[src/hdl/arpr_pkg.sv]
`timescale 1ns / 1ps

package arpr_pkg;

    // input beat
    typedef struct packed {
        logic [1:0]  req_type;
        logic [31:0] hop_ip;
        logic [15:0] datagram_handle;
        logic [47:0] frame_dst_mac;
        logic [15:0] frame_ethertype;
        logic        payload_ok;
        logic [15:0] arp_opcode;
        logic [31:0] arp_sender_ip;
        logic [47:0] arp_sender_mac;
        logic [31:0] arp_target_ip;
        logic [15:0] elapsed_ms;
    } arpr_in_t;

    // result beat
    typedef struct packed {
        logic [1:0]  out_kind;
        logic [47:0] out_dst_mac;
        logic [31:0] out_target_ip;
        logic [47:0] out_target_mac;
        logic [15:0] out_handle;
        logic        out_last;
    } arpr_out_t;

    // sequencer to output stage
    typedef struct packed {
        logic push;
        logic flush;
    } arpr_emit_ctl_t;

    // output stage to sequencer
    typedef struct packed {
        logic can_emit;
        logic hold_valid;
    } arpr_emit_sts_t;

    localparam logic [1:0] REQ_SEND  = 2'd0;
    localparam logic [1:0] REQ_FRAME = 2'd1;
    localparam logic [1:0] REQ_TICK  = 2'd2;

    localparam logic [1:0] KIND_IPV4      = 2'd0;
    localparam logic [1:0] KIND_ARP_REQ   = 2'd1;
    localparam logic [1:0] KIND_ARP_REPLY = 2'd2;
    localparam logic [1:0] KIND_DELIVER   = 2'd3;

    localparam logic [15:0] ETH_IPV4       = 16'h0800;
    localparam logic [15:0] ETH_ARP        = 16'h0806;
    localparam logic [15:0] ARP_OP_REQUEST = 16'd1;
    localparam logic [15:0] ARP_OP_REPLY   = 16'd2;
    localparam logic [47:0] BCAST_MAC      = 48'hFFFF_FFFF_FFFF;

    localparam int MAX_RESULTS  = 16;
    localparam int RESULT_CNT_W = 5;

    // configuration register indexes
    localparam int CFG_IDX_W  = 3;
    localparam int CFG_DATA_W = 48;
    localparam logic [2:0] CFG_LOCAL_MAC   = 3'd0;
    localparam logic [2:0] CFG_LOCAL_IP    = 3'd1;
    localparam logic [2:0] CFG_CACHE_TTL   = 3'd2;
    localparam logic [2:0] CFG_REQ_TIMEOUT = 3'd3;
    localparam logic [2:0] CFG_MAX_RETRIES = 3'd4;

    localparam logic [31:0] TTL_RESET     = 32'd30000;
    localparam logic [31:0] TIMEOUT_RESET = 32'd5000;
    localparam logic [7:0]  RETRIES_RESET = 8'd3;

endpackage

[src/hdl/arpr_out_stage.sv]
`timescale 1ns / 1ps

module arpr_out_stage import arpr_pkg::*; (
    input  logic           aclk,
    input  logic           aresetn,
    input  arpr_emit_ctl_t ctl,
    input  arpr_out_t      emit_data,
    output arpr_emit_sts_t sts,
    output logic           m_valid,
    input  logic           m_ready,
    output arpr_out_t      m_data
);

    logic      hold_vld_reg;
    arpr_out_t hold_data_reg;
    logic      m_valid_reg;
    arpr_out_t m_data_reg;
    arpr_out_t hold_final;
    logic      can_emit;
    logic      can_flush;
    logic      push_fire;
    logic      flush_fire;

    // one result is held back until we know whether it is the last one
    always_comb begin
        hold_final          = hold_data_reg;
        hold_final.out_last = 1'b1;
    end

    assign can_emit   = !hold_vld_reg || !m_valid_reg || m_ready;
    assign can_flush  = !m_valid_reg || m_ready;
    assign push_fire  = ctl.push && can_emit;
    assign flush_fire = ctl.flush && hold_vld_reg && can_flush;

    always_ff @(posedge aclk) begin
        if (!aresetn) begin
            hold_vld_reg <= 1'b0;
            m_valid_reg  <= 1'b0;
        end else if (push_fire) begin
            hold_vld_reg <= 1'b1;
            if (hold_vld_reg) begin
                m_valid_reg <= 1'b1;
            end else if (m_ready) begin
                m_valid_reg <= 1'b0;
            end
        end else if (flush_fire) begin
            hold_vld_reg <= 1'b0;
            m_valid_reg  <= 1'b1;
        end else if (m_ready) begin
            m_valid_reg <= 1'b0;
        end
    end

    // payload registers
    always_ff @(posedge aclk) begin
        if (push_fire) begin
            hold_data_reg <= emit_data;
            if (hold_vld_reg) begin
                m_data_reg <= hold_data_reg;
            end
        end else if (flush_fire) begin
            m_data_reg <= hold_final;
        end
    end

    assign sts.can_emit   = can_emit;
    assign sts.hold_valid = hold_vld_reg;
    assign m_valid        = m_valid_reg;
    assign m_data         = m_data_reg;

endmodule

[src/hdl/arp_resolver_with_retry_core.sv]
`timescale 1ns / 1ps
// ARP resolver with retry: IP-to-MAC cache, outstanding request table and
// pending datagram pool, each in a synchronous simple dual-port memory.
// Channels: s_* takes one item per beat (send, received frame or tick),
// m_* gives result beats, out_last marks the last beat of an item, and
// cfg_* writes the five configuration registers (index 0..4); the user must
// write them only while idle, the block itself does not enforce it.
// One item is worked at a time. Each table scan reads an entry from memory,
// then checks it and writes back; a tick that abandons a request adds a
// compaction pass over the pending pool, and a send ends its cache scan
// at the first hit. Each result waits in a hold register until the next
// one is found or the scan ends, so the first beat leaves only then; the
// last one moves to the output register, marked last, after its scan
// ends. Results pass through the hold register and an output register, so
// the scan runs on while one beat waits; when the receiver stalls with both
// full, the scan pauses at its next result.
// Reset clears all valid bits, the pending count and time and resets the
// registers; no clearing pass is needed, s_ready rises once reset is released.

module arp_resolver_with_retry_core import arpr_pkg::*; #(
    parameter int CACHE_ENTRIES   = 8,
    parameter int REQUEST_ENTRIES = 8,
    parameter int PENDING_ENTRIES = 16
) (
    input  logic                  aclk,
    input  logic                  aresetn,
    input  logic                  s_valid,
    output logic                  s_ready,
    input  arpr_in_t              s_data,
    output logic                  m_valid,
    input  logic                  m_ready,
    output arpr_out_t             m_data,
    input  logic                  cfg_valid,
    output logic                  cfg_ready,
    input  logic [CFG_IDX_W-1:0]  cfg_index,
    input  logic [CFG_DATA_W-1:0] cfg_data
);

    localparam int CAW   = (CACHE_ENTRIES > 1) ? $clog2(CACHE_ENTRIES) : 1;
    localparam int RAW   = (REQUEST_ENTRIES > 1) ? $clog2(REQUEST_ENTRIES) : 1;
    localparam int PAW   = (PENDING_ENTRIES > 1) ? $clog2(PENDING_ENTRIES) : 1;
    localparam int MAXN0 = (CACHE_ENTRIES > REQUEST_ENTRIES) ? CACHE_ENTRIES
                                                             : REQUEST_ENTRIES;
    localparam int MAXN  = (MAXN0 > PENDING_ENTRIES) ? MAXN0 : PENDING_ENTRIES;
    localparam int IDX_W = $clog2(MAXN + 1);
    localparam int PCW   = $clog2(PENDING_ENTRIES + 1);

    typedef struct packed {
        logic [31:0] ip;
        logic [47:0] mac;
        logic [31:0] stamp;
    } cache_ent_t;

    typedef struct packed {
        logic [31:0] ip;
        logic [31:0] stamp;
        logic [7:0]  retries;
    } req_ent_t;

    typedef struct packed {
        logic [31:0] ip;
        logic [15:0] handle;
    } pend_ent_t;

    typedef enum logic [12:0] {
        S_IDLE       = 13'h0001,
        S_SND_CACHE  = 13'h0002,
        S_SND_REQ    = 13'h0004,
        S_SND_ASK    = 13'h0008,
        S_DELIVER    = 13'h0010,
        S_REPLY      = 13'h0020,
        S_TAKE       = 13'h0040,
        S_LEARN      = 13'h0080,
        S_LEARN_WR   = 13'h0100,
        S_DROP       = 13'h0200,
        S_TICK_CACHE = 13'h0400,
        S_TICK_REQ   = 13'h0800,
        S_FIN        = 13'h1000
    } state_t;

    // configuration
    logic [47:0] local_mac_reg;
    logic [31:0] local_ip_reg;
    logic [31:0] ttl_reg;
    logic [31:0] timeout_reg;
    logic [7:0]  max_retries_reg;

    // control
    state_t                  state_reg;
    logic                    phase_reg;
    logic [IDX_W-1:0]        idx_reg;
    logic [IDX_W-1:0]        r_reg;
    logic [IDX_W-1:0]        w_reg;
    logic [PCW-1:0]          pcnt_reg;
    logic [31:0]             now_reg;
    logic [CACHE_ENTRIES-1:0]   cache_vld_reg;
    logic [REQUEST_ENTRIES-1:0] req_vld_reg;
    logic                    asked_reg;
    logic                    hit_reg;
    logic [CAW-1:0]          hit_idx_reg;
    logic [CAW-1:0]          oldest_idx_reg;
    logic [31:0]             best_age_reg;
    logic                    take_emit_reg;
    logic [31:0]             take_ip_reg;
    logic [RESULT_CNT_W-1:0] n_reg;
    arpr_in_t                item_reg;

    // memories
    cache_ent_t cache_mem [CACHE_ENTRIES];
    req_ent_t   req_mem   [REQUEST_ENTRIES];
    pend_ent_t  pend_mem  [PENDING_ENTRIES];
    cache_ent_t crd_reg;
    req_ent_t   rrd_reg;
    pend_ent_t  prd_reg;

    logic       cache_we;
    logic [CAW-1:0] cache_waddr;
    cache_ent_t cache_wdata;
    logic       req_we;
    logic [RAW-1:0] req_waddr;
    req_ent_t   req_wdata;
    logic       pend_we;
    logic [PAW-1:0] pend_waddr;
    pend_ent_t  pend_wdata;

    logic [CAW-1:0] ci;
    logic [RAW-1:0] ri;
    logic [PAW-1:0] pi;
    logic [31:0]    c_age;
    logic [31:0]    r_age;
    logic           c_free_found;
    logic [CAW-1:0] c_free_idx;
    logic           r_free_found;
    logic [RAW-1:0] r_free_idx;
    logic [CAW-1:0] learn_slot;
    logic           room;
    logic           pend_room;
    logic           frame_for_us;
    logic           r_expired;
    logic           stall;
    logic           s_fire;

    arpr_emit_ctl_t emit_ctl;
    arpr_emit_sts_t emit_sts;
    arpr_out_t      emit_data;

    assign ci        = idx_reg[CAW-1:0];
    assign ri        = idx_reg[RAW-1:0];
    assign pi        = r_reg[PAW-1:0];
    assign c_age     = now_reg - crd_reg.stamp;
    assign r_age     = now_reg - rrd_reg.stamp;
    assign room      = n_reg < RESULT_CNT_W'(MAX_RESULTS);
    assign pend_room = pcnt_reg < PCW'(PENDING_ENTRIES);
    assign r_expired = req_vld_reg[ri] && (r_age >= timeout_reg);
    assign s_ready   = aresetn && (state_reg == S_IDLE);
    assign s_fire    = s_valid && s_ready;
    assign cfg_ready = aresetn;
    assign frame_for_us = ((s_data.frame_dst_mac == local_mac_reg) ||
                           (s_data.frame_dst_mac == BCAST_MAC)) && s_data.payload_ok;

    // first free cache and request slots
    always_comb begin
        c_free_found = 1'b0;
        c_free_idx   = '0;
        for (int i = 0; i < CACHE_ENTRIES; i++) begin
            if (!c_free_found && !cache_vld_reg[i]) begin
                c_free_found = 1'b1;
                c_free_idx   = CAW'(i);
            end
        end
    end

    always_comb begin
        r_free_found = 1'b0;
        r_free_idx   = '0;
        for (int i = 0; i < REQUEST_ENTRIES; i++) begin
            if (!r_free_found && !req_vld_reg[i]) begin
                r_free_found = 1'b1;
                r_free_idx   = RAW'(i);
            end
        end
    end

    // learn target: existing mapping, then a free slot, then the oldest
    always_comb begin
        if (hit_reg) begin
            learn_slot = hit_idx_reg;
        end else if (c_free_found) begin
            learn_slot = c_free_idx;
        end else begin
            learn_slot = oldest_idx_reg;
        end
    end

    // result generation
    always_comb begin
        emit_ctl.push  = 1'b0;
        emit_ctl.flush = (state_reg == S_FIN);
        emit_data      = '0;
        unique case (state_reg)
            S_SND_CACHE: begin
                if (phase_reg && cache_vld_reg[ci] &&
                    crd_reg.ip == item_reg.hop_ip) begin
                    emit_ctl.push         = room;
                    emit_data.out_kind    = KIND_IPV4;
                    emit_data.out_dst_mac = crd_reg.mac;
                    emit_data.out_handle  = item_reg.datagram_handle;
                end
            end
            S_SND_ASK: begin
                emit_ctl.push           = !asked_reg && room;
                emit_data.out_kind      = KIND_ARP_REQ;
                emit_data.out_dst_mac   = BCAST_MAC;
                emit_data.out_target_ip = item_reg.hop_ip;
            end
            S_DELIVER: begin
                emit_ctl.push        = room;
                emit_data.out_kind   = KIND_DELIVER;
                emit_data.out_handle = item_reg.datagram_handle;
            end
            S_REPLY: begin
                emit_ctl.push            = room;
                emit_data.out_kind       = KIND_ARP_REPLY;
                emit_data.out_dst_mac    = item_reg.arp_sender_mac;
                emit_data.out_target_ip  = item_reg.arp_sender_ip;
                emit_data.out_target_mac = item_reg.arp_sender_mac;
            end
            S_TAKE: begin
                if (phase_reg && prd_reg.ip == take_ip_reg && take_emit_reg) begin
                    emit_ctl.push         = room;
                    emit_data.out_kind    = KIND_IPV4;
                    emit_data.out_dst_mac = item_reg.arp_sender_mac;
                    emit_data.out_handle  = prd_reg.handle;
                end
            end
            S_TICK_REQ: begin
                if (phase_reg && r_expired && rrd_reg.retries < max_retries_reg) begin
                    emit_ctl.push           = room;
                    emit_data.out_kind      = KIND_ARP_REQ;
                    emit_data.out_dst_mac   = BCAST_MAC;
                    emit_data.out_target_ip = rrd_reg.ip;
                end
            end
            default: begin
            end
        endcase
    end

    assign stall = emit_ctl.push && !emit_sts.can_emit;

    // memory write requests
    always_comb begin
        cache_we    = (state_reg == S_LEARN_WR);
        cache_waddr = learn_slot;
        cache_wdata = '{ip: item_reg.arp_sender_ip, mac: item_reg.arp_sender_mac,
                        stamp: now_reg};
        req_we      = 1'b0;
        req_waddr   = r_free_idx;
        req_wdata   = '{ip: item_reg.hop_ip, stamp: now_reg, retries: 8'd0};
        pend_we     = 1'b0;
        pend_waddr  = pcnt_reg[PAW-1:0];
        pend_wdata  = '{ip: item_reg.hop_ip, handle: item_reg.datagram_handle};
        if (state_reg == S_SND_ASK && !stall) begin
            req_we  = !asked_reg && r_free_found;
            pend_we = pend_room;
        end
        if (state_reg == S_TICK_REQ && phase_reg && r_expired &&
            rrd_reg.retries < max_retries_reg && !stall) begin
            req_we    = 1'b1;
            req_waddr = ri;
            req_wdata = '{ip: rrd_reg.ip, stamp: now_reg, retries: rrd_reg.retries + 8'd1};
        end
        if (state_reg == S_TAKE && phase_reg && prd_reg.ip != take_ip_reg) begin
            pend_we    = 1'b1;
            pend_waddr = w_reg[PAW-1:0];
            pend_wdata = prd_reg;
        end
    end

    // table memories, registered read
    always_ff @(posedge aclk) begin
        if (cache_we) begin
            cache_mem[cache_waddr] <= cache_wdata;
        end
        crd_reg <= cache_mem[ci];
    end

    always_ff @(posedge aclk) begin
        if (req_we) begin
            req_mem[req_waddr] <= req_wdata;
        end
        rrd_reg <= req_mem[ri];
    end

    always_ff @(posedge aclk) begin
        if (pend_we) begin
            pend_mem[pend_waddr] <= pend_wdata;
        end
        prd_reg <= pend_mem[pi];
    end

    // configuration registers
    always_ff @(posedge aclk) begin
        if (!aresetn) begin
            local_mac_reg   <= '0;
            local_ip_reg    <= '0;
            ttl_reg         <= TTL_RESET;
            timeout_reg     <= TIMEOUT_RESET;
            max_retries_reg <= RETRIES_RESET;
        end else if (cfg_valid) begin
            unique case (cfg_index)
                CFG_LOCAL_MAC:   local_mac_reg   <= cfg_data;
                CFG_LOCAL_IP:    local_ip_reg    <= cfg_data[31:0];
                CFG_CACHE_TTL:   ttl_reg         <= cfg_data[31:0];
                CFG_REQ_TIMEOUT: timeout_reg     <= cfg_data[31:0];
                CFG_MAX_RETRIES: max_retries_reg <= cfg_data[7:0];
                default: begin
                end
            endcase
        end
    end

    // item payload
    always_ff @(posedge aclk) begin
        if (s_fire) begin
            item_reg <= s_data;
        end
    end

    // result counter per item
    always_ff @(posedge aclk) begin
        if (!aresetn) begin
            n_reg <= '0;
        end else if (s_fire) begin
            n_reg <= '0;
        end else if (emit_ctl.push && emit_sts.can_emit) begin
            n_reg <= n_reg + RESULT_CNT_W'(1);
        end
    end

    // sequencer
    always_ff @(posedge aclk) begin
        if (!aresetn) begin
            state_reg      <= S_IDLE;
            phase_reg      <= 1'b0;
            idx_reg        <= '0;
            r_reg          <= '0;
            w_reg          <= '0;
            pcnt_reg       <= '0;
            now_reg        <= '0;
            cache_vld_reg  <= '0;
            req_vld_reg    <= '0;
            asked_reg      <= 1'b0;
            hit_reg        <= 1'b0;
            hit_idx_reg    <= '0;
            oldest_idx_reg <= '0;
            best_age_reg   <= '0;
            take_emit_reg  <= 1'b0;
            take_ip_reg    <= '0;
        end else begin
            unique case (state_reg)
                S_IDLE: begin
                    if (s_fire) begin
                        idx_reg   <= '0;
                        phase_reg <= 1'b0;
                        asked_reg <= 1'b0;
                        hit_reg   <= 1'b0;
                        case (s_data.req_type)
                            REQ_SEND: state_reg <= S_SND_CACHE;
                            REQ_FRAME: begin
                                if (!frame_for_us) begin
                                    state_reg <= S_FIN;
                                end else if (s_data.frame_ethertype == ETH_IPV4) begin
                                    state_reg <= S_DELIVER;
                                end else if (s_data.frame_ethertype == ETH_ARP &&
                                             s_data.arp_target_ip == local_ip_reg &&
                                             s_data.arp_opcode == ARP_OP_REQUEST) begin
                                    state_reg <= S_REPLY;
                                end else if (s_data.frame_ethertype == ETH_ARP &&
                                             s_data.arp_target_ip == local_ip_reg &&
                                             s_data.arp_opcode == ARP_OP_REPLY) begin
                                    take_ip_reg   <= s_data.arp_sender_ip;
                                    take_emit_reg <= 1'b1;
                                    r_reg         <= '0;
                                    w_reg         <= '0;
                                    state_reg     <= S_TAKE;
                                end else begin
                                    state_reg <= S_FIN;
                                end
                            end
                            REQ_TICK: begin
                                now_reg   <= now_reg + 32'(s_data.elapsed_ms);
                                state_reg <= S_TICK_CACHE;
                            end
                            default: state_reg <= S_FIN;
                        endcase
                    end
                end
                S_SND_CACHE: begin
                    if (!phase_reg) begin
                        if (idx_reg == IDX_W'(CACHE_ENTRIES)) begin
                            idx_reg   <= '0;
                            state_reg <= S_SND_REQ;
                        end else begin
                            phase_reg <= 1'b1;
                        end
                    end else if (cache_vld_reg[ci] && crd_reg.ip == item_reg.hop_ip) begin
                        if (!stall) begin
                            state_reg <= S_FIN;
                        end
                    end else begin
                        idx_reg   <= idx_reg + IDX_W'(1);
                        phase_reg <= 1'b0;
                    end
                end
                S_SND_REQ: begin
                    if (!phase_reg) begin
                        if (idx_reg == IDX_W'(REQUEST_ENTRIES)) begin
                            state_reg <= S_SND_ASK;
                        end else begin
                            phase_reg <= 1'b1;
                        end
                    end else begin
                        if (req_vld_reg[ri] && rrd_reg.ip == item_reg.hop_ip) begin
                            asked_reg <= 1'b1;
                        end
                        idx_reg   <= idx_reg + IDX_W'(1);
                        phase_reg <= 1'b0;
                    end
                end
                S_SND_ASK: begin
                    if (!stall) begin
                        if (!asked_reg && r_free_found) begin
                            req_vld_reg[r_free_idx] <= 1'b1;
                        end
                        if (pend_room) begin
                            pcnt_reg <= pcnt_reg + PCW'(1);
                        end
                        state_reg <= S_FIN;
                    end
                end
                S_DELIVER: begin
                    if (!stall) begin
                        state_reg <= S_FIN;
                    end
                end
                S_REPLY: begin
                    if (!stall) begin
                        idx_reg   <= '0;
                        phase_reg <= 1'b0;
                        state_reg <= S_LEARN;
                    end
                end
                // pull every entry for take_ip out, compacting the rest in order
                S_TAKE: begin
                    if (!phase_reg) begin
                        if (r_reg == IDX_W'(pcnt_reg)) begin
                            pcnt_reg <= w_reg[PCW-1:0];
                            if (take_emit_reg) begin
                                idx_reg   <= '0;
                                state_reg <= S_LEARN;
                            end else begin
                                state_reg <= S_TICK_REQ;
                            end
                        end else begin
                            phase_reg <= 1'b1;
                        end
                    end else if (prd_reg.ip == take_ip_reg) begin
                        if (!stall) begin
                            r_reg     <= r_reg + IDX_W'(1);
                            phase_reg <= 1'b0;
                        end
                    end else begin
                        w_reg     <= w_reg + IDX_W'(1);
                        r_reg     <= r_reg + IDX_W'(1);
                        phase_reg <= 1'b0;
                    end
                end
                S_LEARN: begin
                    if (!phase_reg) begin
                        if (idx_reg == IDX_W'(CACHE_ENTRIES)) begin
                            state_reg <= S_LEARN_WR;
                        end else begin
                            phase_reg <= 1'b1;
                        end
                    end else begin
                        if (!hit_reg && cache_vld_reg[ci] &&
                            crd_reg.ip == item_reg.arp_sender_ip) begin
                            hit_reg     <= 1'b1;
                            hit_idx_reg <= ci;
                        end
                        if (idx_reg == '0 || c_age > best_age_reg) begin
                            best_age_reg   <= c_age;
                            oldest_idx_reg <= ci;
                        end
                        idx_reg   <= idx_reg + IDX_W'(1);
                        phase_reg <= 1'b0;
                    end
                end
                S_LEARN_WR: begin
                    cache_vld_reg[learn_slot] <= 1'b1;
                    idx_reg   <= '0;
                    phase_reg <= 1'b0;
                    state_reg <= S_DROP;
                end
                S_DROP: begin
                    if (!phase_reg) begin
                        if (idx_reg == IDX_W'(REQUEST_ENTRIES)) begin
                            state_reg <= S_FIN;
                        end else begin
                            phase_reg <= 1'b1;
                        end
                    end else begin
                        if (req_vld_reg[ri] && rrd_reg.ip == item_reg.arp_sender_ip) begin
                            req_vld_reg[ri] <= 1'b0;
                        end
                        idx_reg   <= idx_reg + IDX_W'(1);
                        phase_reg <= 1'b0;
                    end
                end
                // age out stale mappings
                S_TICK_CACHE: begin
                    if (!phase_reg) begin
                        if (idx_reg == IDX_W'(CACHE_ENTRIES)) begin
                            idx_reg   <= '0;
                            state_reg <= S_TICK_REQ;
                        end else begin
                            phase_reg <= 1'b1;
                        end
                    end else begin
                        if (cache_vld_reg[ci] && c_age > ttl_reg) begin
                            cache_vld_reg[ci] <= 1'b0;
                        end
                        idx_reg   <= idx_reg + IDX_W'(1);
                        phase_reg <= 1'b0;
                    end
                end
                // retransmit or abandon expired requests
                S_TICK_REQ: begin
                    if (!phase_reg) begin
                        if (idx_reg == IDX_W'(REQUEST_ENTRIES)) begin
                            state_reg <= S_FIN;
                        end else begin
                            phase_reg <= 1'b1;
                        end
                    end else if (r_expired && rrd_reg.retries >= max_retries_reg) begin
                        req_vld_reg[ri] <= 1'b0;
                        take_ip_reg     <= rrd_reg.ip;
                        take_emit_reg   <= 1'b0;
                        r_reg           <= '0;
                        w_reg           <= '0;
                        idx_reg         <= idx_reg + IDX_W'(1);
                        phase_reg       <= 1'b0;
                        state_reg       <= S_TAKE;
                    end else if (!stall) begin
                        idx_reg   <= idx_reg + IDX_W'(1);
                        phase_reg <= 1'b0;
                    end
                end
                S_FIN: begin
                    if (!emit_sts.hold_valid) begin
                        state_reg <= S_IDLE;
                    end
                end
                default: state_reg <= S_IDLE;
            endcase
        end
    end

    arpr_out_stage u_out (
        .aclk      (aclk),
        .aresetn   (aresetn),
        .ctl       (emit_ctl),
        .emit_data (emit_data),
        .sts       (emit_sts),
        .m_valid   (m_valid),
        .m_ready   (m_ready),
        .m_data    (m_data)
    );

endmodule

[config.mk]
export PLATFORM = sky130hd
export DESIGN_NAME = arp_resolver_with_retry_core
export DESIGN_NICKNAME = d
export VERILOG_FILES = /design/src/hdl/arpr_pkg.sv /design/src/hdl/arpr_out_stage.sv /design/src/hdl/arp_resolver_with_retry_core.sv
export SDC_FILE = /design/constraint.sdc
export NUM_CORES = 2
export LEC_CHECK = 0
export BUFFER_PORTS_ARGS = -buffer_cell sky130_fd_sc_hd__buf_4
export CAP_MARGIN = 20
export CORE_MARGIN = 2
export CORE_UTILIZATION = 30
export CTS_BUF_LIST = sky130_fd_sc_hd__clkbuf_16
export DETAILED_ROUTE_END_ITERATION = 7
export PLACE_DENSITY = 0.44
export SLEW_MARGIN = 25
export SYNTH_ARGS = -nofsm -noshare
export SYNTH_HDL_FRONTEND = slang
export SYNTH_SLANG_ARGS = --single-unit
export TNS_END_PERCENT = 1
[constraint.sdc]
create_clock -name aclk -period 13.91 [get_ports aclk]
set_input_delay 2.782 -clock aclk [delete_from_list [all_inputs] [get_ports aclk]]
set_output_delay 2.782 -clock aclk [all_outputs]
set_load 0.1 [all_outputs]
Word level (Yosys, flattened, before mapping)

Memory sizes are Yosys's and may differ from the RTL's. A register that Yosys moved wholly into a read port is not among the register bits.
Index checks and enable logic that the tools add are counted.

Bits of input ports: 315
Memory bits (writable): 2240
Output and inout port bits: 150
Memories: 3
Logic and storage cells: 455
Register bits: 735

Memory list:

| name      | words | width | rd ports | clocked after memory_dff | write ports | RTL line                            | RTL |
|---|---|---|---|---|---|---|---|
| cache_mem | 8     | 112   | 1        | 1                        | 1           | arp_resolver_with_retry_core.sv:109 | `cache_ent_t cache_mem [CACHE_ENTRIES];` |
| pend_mem  | 16    | 48    | 1        | 1                        | 1           | arp_resolver_with_retry_core.sv:111 | `pend_ent_t pend_mem [PENDING_ENTRIES];` |
| req_mem   | 8     | 72    | 1        | 1                        | 1           | arp_resolver_with_retry_core.sv:110 | `req_ent_t req_mem [REQUEST_ENTRIES];` |

Bitwise gates (word level): 6
Equality and inequality tests: 75
Reduce and logical (&&, ||, !) cells: 125
Add/subtract/negate cells: 9
Order comparisons: 13
Muxes and demuxes: 185

Operators by type and width:

| kind                                         | count |
|---|---|
| 147-bit 2-to-1 mux                           | 3 |
| 13-bit 2-to-1 mux                            | 23 |
| 32-bit 2-to-1 mux                            | 8 |
| 48-bit one-hot mux with 5 select lines       | 1 |
| 32-bit equality test                         | 6 |
| 13-bit one-hot mux with 12 select lines      | 1 |
| 5-bit 2-to-1 mux                             | 30 |
| 48-bit 2-to-1 mux                            | 3 |
| 32-bit one-hot mux with 3 select lines       | 1 |
| 81-bit 2-to-1 mux                            | 1 |
| 72-bit 2-to-1 mux                            | 1 |
| 1-bit 2-to-1 mux                             | 66 |
| 32-bit > comparator                          | 2 |
| 8-bit 2-to-1 mux                             | 8 |
| 32-bit one-hot mux with 2 select lines       | 1 |
| 32-bit subtractor                            | 2 |
| 2-bit != test (second input constant)        | 28 |
| 1-bit logical AND                            | 50 |
| 48-bit equality test                         | 1 |
| 48-bit equality test (second input constant) | 1 |
| 16-bit one-hot mux with 3 select lines       | 1 |
| 3-bit 2-to-1 mux                             | 15 |
| 5-bit one-hot mux with 8 select lines        | 1 |
| 13-bit one-hot mux with 3 select lines       | 1 |
| other kinds (74)                             | 158 |

Logic depth before layout (Yosys ltp)

Depth after elaboration: 29
Gate-level depth with buffers: 29
Gate-level depth less buffers: 29

Hierarchy

From an unflattened synthesis, not the netlist that was laid out.

Cells, all modules: 7746
Area, all modules: 123803.7 um^2

Modules (own cells, without submodules):

| module                       | instances | area each (um^2) | cells each |
|---|---|---|---|
| arp_resolver_with_retry_core | 1         | 114856.4         | 7438 |
| arpr_out_stage               | 1         | 8947.3           | 308 |

Least setup slack after synthesis

Ideal clock, no wire load.

Kind: flip-flop to flip-flop
From: register now_reg[1]
To: register u_out.m_data_reg (netlist bit u_out.m_data[0]), enable pin
Required time: 13.255 ns
Period minus slack after synthesis: 11.390 ns
Setup time: 0.655 ns
Buffers on the path: 0
Data arrival time: 10.735 ns
Cell stages (with the launch flop): 23
Path slack: 2.520 ns
Cells stage by stage: dfxtp_1 > ha_1 > nor2b_1 > o2111a_1 > nor3_1 > o221ai_1 > a22oi_1 > a211oi_1 > nor2b_1 > o21ai_0 > a21o_1 > a21oi_1 > xnor2_1 > ha_1 > nand4_1 > or2_2 > nor3_1 > nand3_1 > a2bb2oi_1 > o21ai_4 > and2_1 > a21boi_0 > nor2_1

Word-level cells in the longest chain between the ends: 10

Ends and longest elaborated chain:

| item                                                                                     | RTL line                            | RTL |
|---|---|---|
| start, declared                                                                          | arp_resolver_with_retry_core.sv:95  | `logic [31:0] now_reg;` |
| start signal, assigned                                                                   | arp_resolver_with_retry_core.sv:392 | `now_reg <= now_reg + 32'(s_data.elapsed_ms);` |
| 32-bit subtractor (*)                                                                    | arp_resolver_with_retry_core.sv:151 | `assign r_age = now_reg - rrd_reg.stamp;` |
| 32-bit >= comparator (*)                                                                 | arp_resolver_with_retry_core.sv:154 | `assign r_expired = req_vld_reg[ri] && (r_age >= timeout_reg);` |
| 1-bit logical AND (*)                                                                    | arp_resolver_with_retry_core.sv:154 |  |
| 1-bit logical AND (*) (2 in a row)                                                       | arp_resolver_with_retry_core.sv:237 | `if (phase_reg && r_expired && rrd_reg.retries < max_retries_reg) begin` |
| 1-bit 2-to-1 mux (*)                                                                     | arp_resolver_with_retry_core.sv:237 |  |
| 1-bit one-hot mux with 5 select lines (*)                                                | arp_resolver_with_retry_core.sv:200 | `unique case (state_reg)` |
| 1-bit logical AND (*)                                                                    | arpr_out_stage.sv:32                | `assign push_fire = ctl.push && can_emit;` |
| 2-bit by 1-bit != test with 1-bit output (no line) or 2-bit nonzero test (tied branches) | n/a                                 |  |
| 2-bit AND reduction (no line) (*)                                                        | n/a                                 |  |
| end signal, assigned                                                                     | arpr_out_stage.sv:59                | `m_data_reg <= hold_data_reg;` |
| end signal, assigned                                                                     | arpr_out_stage.sv:62                | `m_data_reg <= hold_final;` |
| end, declared                                                                            | arpr_out_stage.sv:17                | `arpr_out_t m_data_reg;` |

Every way passes the cells marked *; elsewhere a longest branch is shown, timed or not.
A chain may end at the register's enable or synchronous reset.

Worst setup path in the final report

From: register now_reg[1]
To: memory pend_mem[10][47] in the netlist's numbering, enable pin

Word-level cells in the longest chain between the ends: 14

Ends and longest elaborated chain:

| item                                   | RTL line                            | RTL |
|---|---|---|
| 32-bit subtractor                      | arp_resolver_with_retry_core.sv:151 |  |
| 32-bit >= comparator                   | arp_resolver_with_retry_core.sv:154 |  |
| 1-bit logical AND                      | arp_resolver_with_retry_core.sv:154 |  |
| 1-bit logical AND (2 in a row)         | arp_resolver_with_retry_core.sv:237 |  |
| 1-bit 2-to-1 mux                       | arp_resolver_with_retry_core.sv:237 |  |
| 1-bit one-hot mux with 5 select lines  | arp_resolver_with_retry_core.sv:200 |  |
| 1-bit logical AND                      | arp_resolver_with_retry_core.sv:249 | `assign stall = emit_ctl.push && !emit_sts.can_emit;` |
| 1-bit logical NOT                      | n/a                                 |  |
| 1-bit logical AND                      | arp_resolver_with_retry_core.sv:263 | `if (state_reg == S_SND_ASK && !stall) begin` |
| 1-bit 2-to-1 mux                       | arp_resolver_with_retry_core.sv:263 |  |
| 1-bit 2-to-1 mux                       | arp_resolver_with_retry_core.sv:273 | `if (state_reg == S_TAKE && phase_reg && prd_reg.ip != take_ip_reg) begin` |
| 1-bit 2-to-1 mux                       | arp_resolver_with_retry_core.sv:296 | `if (pend_we) begin` |
| 1-bit 2-to-1 mux (not written as such) | arp_resolver_with_retry_core.sv:297 | `pend_mem[pend_waddr] <= pend_wdata;` |
| end, declared                          | arp_resolver_with_retry_core.sv:111 |  |

No other way between the ends.

==> results.yml <==
global_route:
  antenna_found_initial: 19
  first_global_vias: 72800
  overflow: 0
  grt_max_degree: 145
  grt_usage: 0.183
  grt_pass1_wl_um: 551000
cts:
  cts.repair.resized: 0
  cts_tree: "done"
  ctsHtreeMaxLevel: 5
  root_buffer: "clkbuf_16"
  clockBufferDepth: 4
  clk_pin_slew_ps: 60
  post_cts_buffers: 0
  clock-sinks: 3207
  numCtsBuffers: 359
  cts_hold_buf: 0
  clock_latency_ps: 970
worst_setup_path:
  r2r-end: "pend_mem[10][47]"
  r2r-start: "now_reg[1]"
  critPathKind: "reg2reg"
  critPathLaunch: "now_reg[1]"
  cp.required_ps: 14460
  start_kind: "register"
  rrSetupSlack_ps: 5010
  crit_fanout: 28
  end_kind: "register"
  cp_data_arrival_time_ps: 9450
  reg2regPathDepth: 24
finish:
  register_area_mm2: 0.0908
  final_net_count: 8767
  n_fill_cell: 38400
  final_common_cell: "edfxtp_1"
  largest_reg_flops: 896
  reg.largest.list: "cache_mem x896, pend_mem x768, req_mem x576"
  largest_register: "cache_mem"
  post_route_cells_drive_above_1_share: 0.183
  multi_input_area_mm2: 0.0300
  synthToLayoutAreaGrowth_pct: 18.1
  final_cell_mix: "edfxtp_1 (2661), a22oi_1 (772), buf_4 (630)"
sta:
  slew_viol_final: 0
  setup_viol: 0
  post-route-period-util: 0.640
  setup_tns_ps: 0
  fmax_mhz: 112
  clock_skew_ps: 62.0
  finalHoldViolations: 0
  worstMarginPinSlew_ps: 1150
  fin_crit_ps: 8900
  rsz0062_at_grt: "no"
  slew_headroom: 0.231
  hold_slack_ps: 415
synthesis:
  ys_ff_latch: 3207
  yosys.cell_types.count: 96
  syn_area_mm2: 0.123
  ys_warn_count: 0
  synthArstFlopShare: 0
  synth_edf_count: 2661
  netlist_instances: 7628
  syn_nets: 8135
  avgSynthCellArea_um2: 16.1
  ys_seq_area_frac: 0.740
  synthFlopType: "edfxtp_1"
power_and_ir_drop:
  p_per_area_mw_per_mm2: 148
  p_leak_nw: 47.7
  vdd_drop_max_mv: 0.0889
routing:
  drt_iter0_markers: 5958
  dr_total_vias: 71000
  wl_per_cell_um: 27.8
  finalWirelength_um: 390000
  vias_per_cell: 5.07
  drc: 0
  drt_pass1_iterations: 5
  ant_nets: 0
floorplanning:
  start_util: 0.302
  dieArea_mm2: 0.414
  die_h_um: 643
  rows: 234
  ios: 465
  die_w_um: 643
  core_area_mm2: 0.407
placed_design:
  gp_congestion: 0.847
  place.port_buffers: 464
  dp_hpwl_um: 229000
worst_hold_path:
  hp-class: "reg2reg"
  min_from: "u_out.hold_data_reg[63]"
  min_to: "u_out.m_data[63]"
  hold_depth: 0
outcome:
  status: "finished, final reports clean"
job:
  cap_violations: 0
[per-layer routing]
metal	wire length (um)	global-route usage	part of all wire
met4	12900	0.0566	0.033
met1	167000	0.242	0.43
met3	17900	0.0232	0.046
met2	192000	0.314	0.49
met5	0	0	0
[power breakdown]
group | switching, mW | internal [mW]
registers | 0.247 | 10.7
clock network | 3.92 | 5.27
logic | 0.930 | 0.444
[critical path, stage by stage (launching register included)]
cell	delay (ps)
dfxtp_1	850
ha_1	370
nor2b_1	140
o2111a_1	260
nor3_1	450
o221ai_1	260
a22oi_1	390
a211oi_1	150
nor2b_1	230
o21ai_0	180
a21o_1	220
a21oi_1	180
xnor2_1	140
ha_1	250
nand4_1	120
or2_2	150
o22ai_1	100
a2111o_1	450
a2bb2oi_1	820
o21ai_4	270
a211oi_2	390
o21ai_1	150
o2bb2a_1	500
nor2_4	780
buf_4	610
[per-stage QoR]
stage	utilization	instances	power (mW)	area [um^2]	setup WS (ps)
after global placement	0.328	13300	12.5	133000	5080
after CTS	0.356	14000	21.7	145000	4900
after floorplan	-	7628	11.8	123000	2520
after detailed placement	0.328	13300	12.5	134000	4960
final	0.356	14000	21.5	145000	5010
after global routing	0.356	14000	22.2	145000	4430
[area by class of cell]
cell class | instances | area share
Antenna cell | 5 | 0.0000863
Tap cell | 5428 | 0.0469
Sequential cell | 3207 | 0.627
Clock buffer | 365 | 0.0630
Multi-Input combinational cell | 3827 | 0.207
Clock inverter | 300 | 0.0154
Timing Repair Buffer | 649 | 0.0350
Inverter | 216 | 0.00570
[worst max path at each step]
stage          cells past startpoint          endpoint  slack (ps)
6_report                          24  pend_mem[10][47]        5010
5_1_grt                           24  pend_mem[10][47]        4430
4_1_cts                           24  pend_mem[10][47]        4900
3_5_place_dp                      24  pend_mem[10][41]        4960
3_3_place_gp                      23  pend_mem[10][41]        5080
2_1_floorplan                     22   u_out.m_data[0]        2520
[cell families after synthesis]
group	synth area share
fa+ha+maj	0.0198
xor+xnor	0.0236
buf+inv	0.0185
simple gates	0.0584
compound gates	0.0866
flops	0.740
mux	0.0527
[synthesized netlist by cell type, types with 14 or more instances]
master | count | area [um^2]
edfxtp_1 | 2661 | 79900
a22oi_1 | 772 | 5800
nand2_1 | 584 | 2190
dfxtp_1 | 546 | 10900
clkbuf_1 | 328 | 1230
a21oi_1 | 316 | 1580
nand4_1 | 254 | 1590
xor2_1 | 242 | 2120
mux4_2 | 240 | 5410
nor2_1 | 220 | 826
inv_1 | 214 | 803
ha_1 | 189 | 2360
xnor2_1 | 89 | 780
o21ai_0 | 88 | 440
mux2_2 | 74 | 833
and2_1 | 63 | 394
nor4_1 | 62 | 388
nand3_1 | 61 | 305
a21o_1 | 57 | 428
a221o_1 | 49 | 490
nor3_1 | 44 | 220
a311oi_1 | 34 | 298
nor2b_1 | 29 | 181
buf_1 | 27 | 101
or3_1 | 26 | 163
nand2b_1 | 24 | 150
and3_1 | 22 | 138
o211ai_1 | 20 | 150
a31oi_1 | 19 | 119
buf_2 | 19 | 95.1
a22o_1 | 18 | 158
mux2i_1 | 16 | 160
o21a_1 | 15 | 113
a211oi_1 | 14 | 105
o31ai_1 | 14 | 105
or2_2 | 14 | 87.6
(Power assumes the default switching activity.)
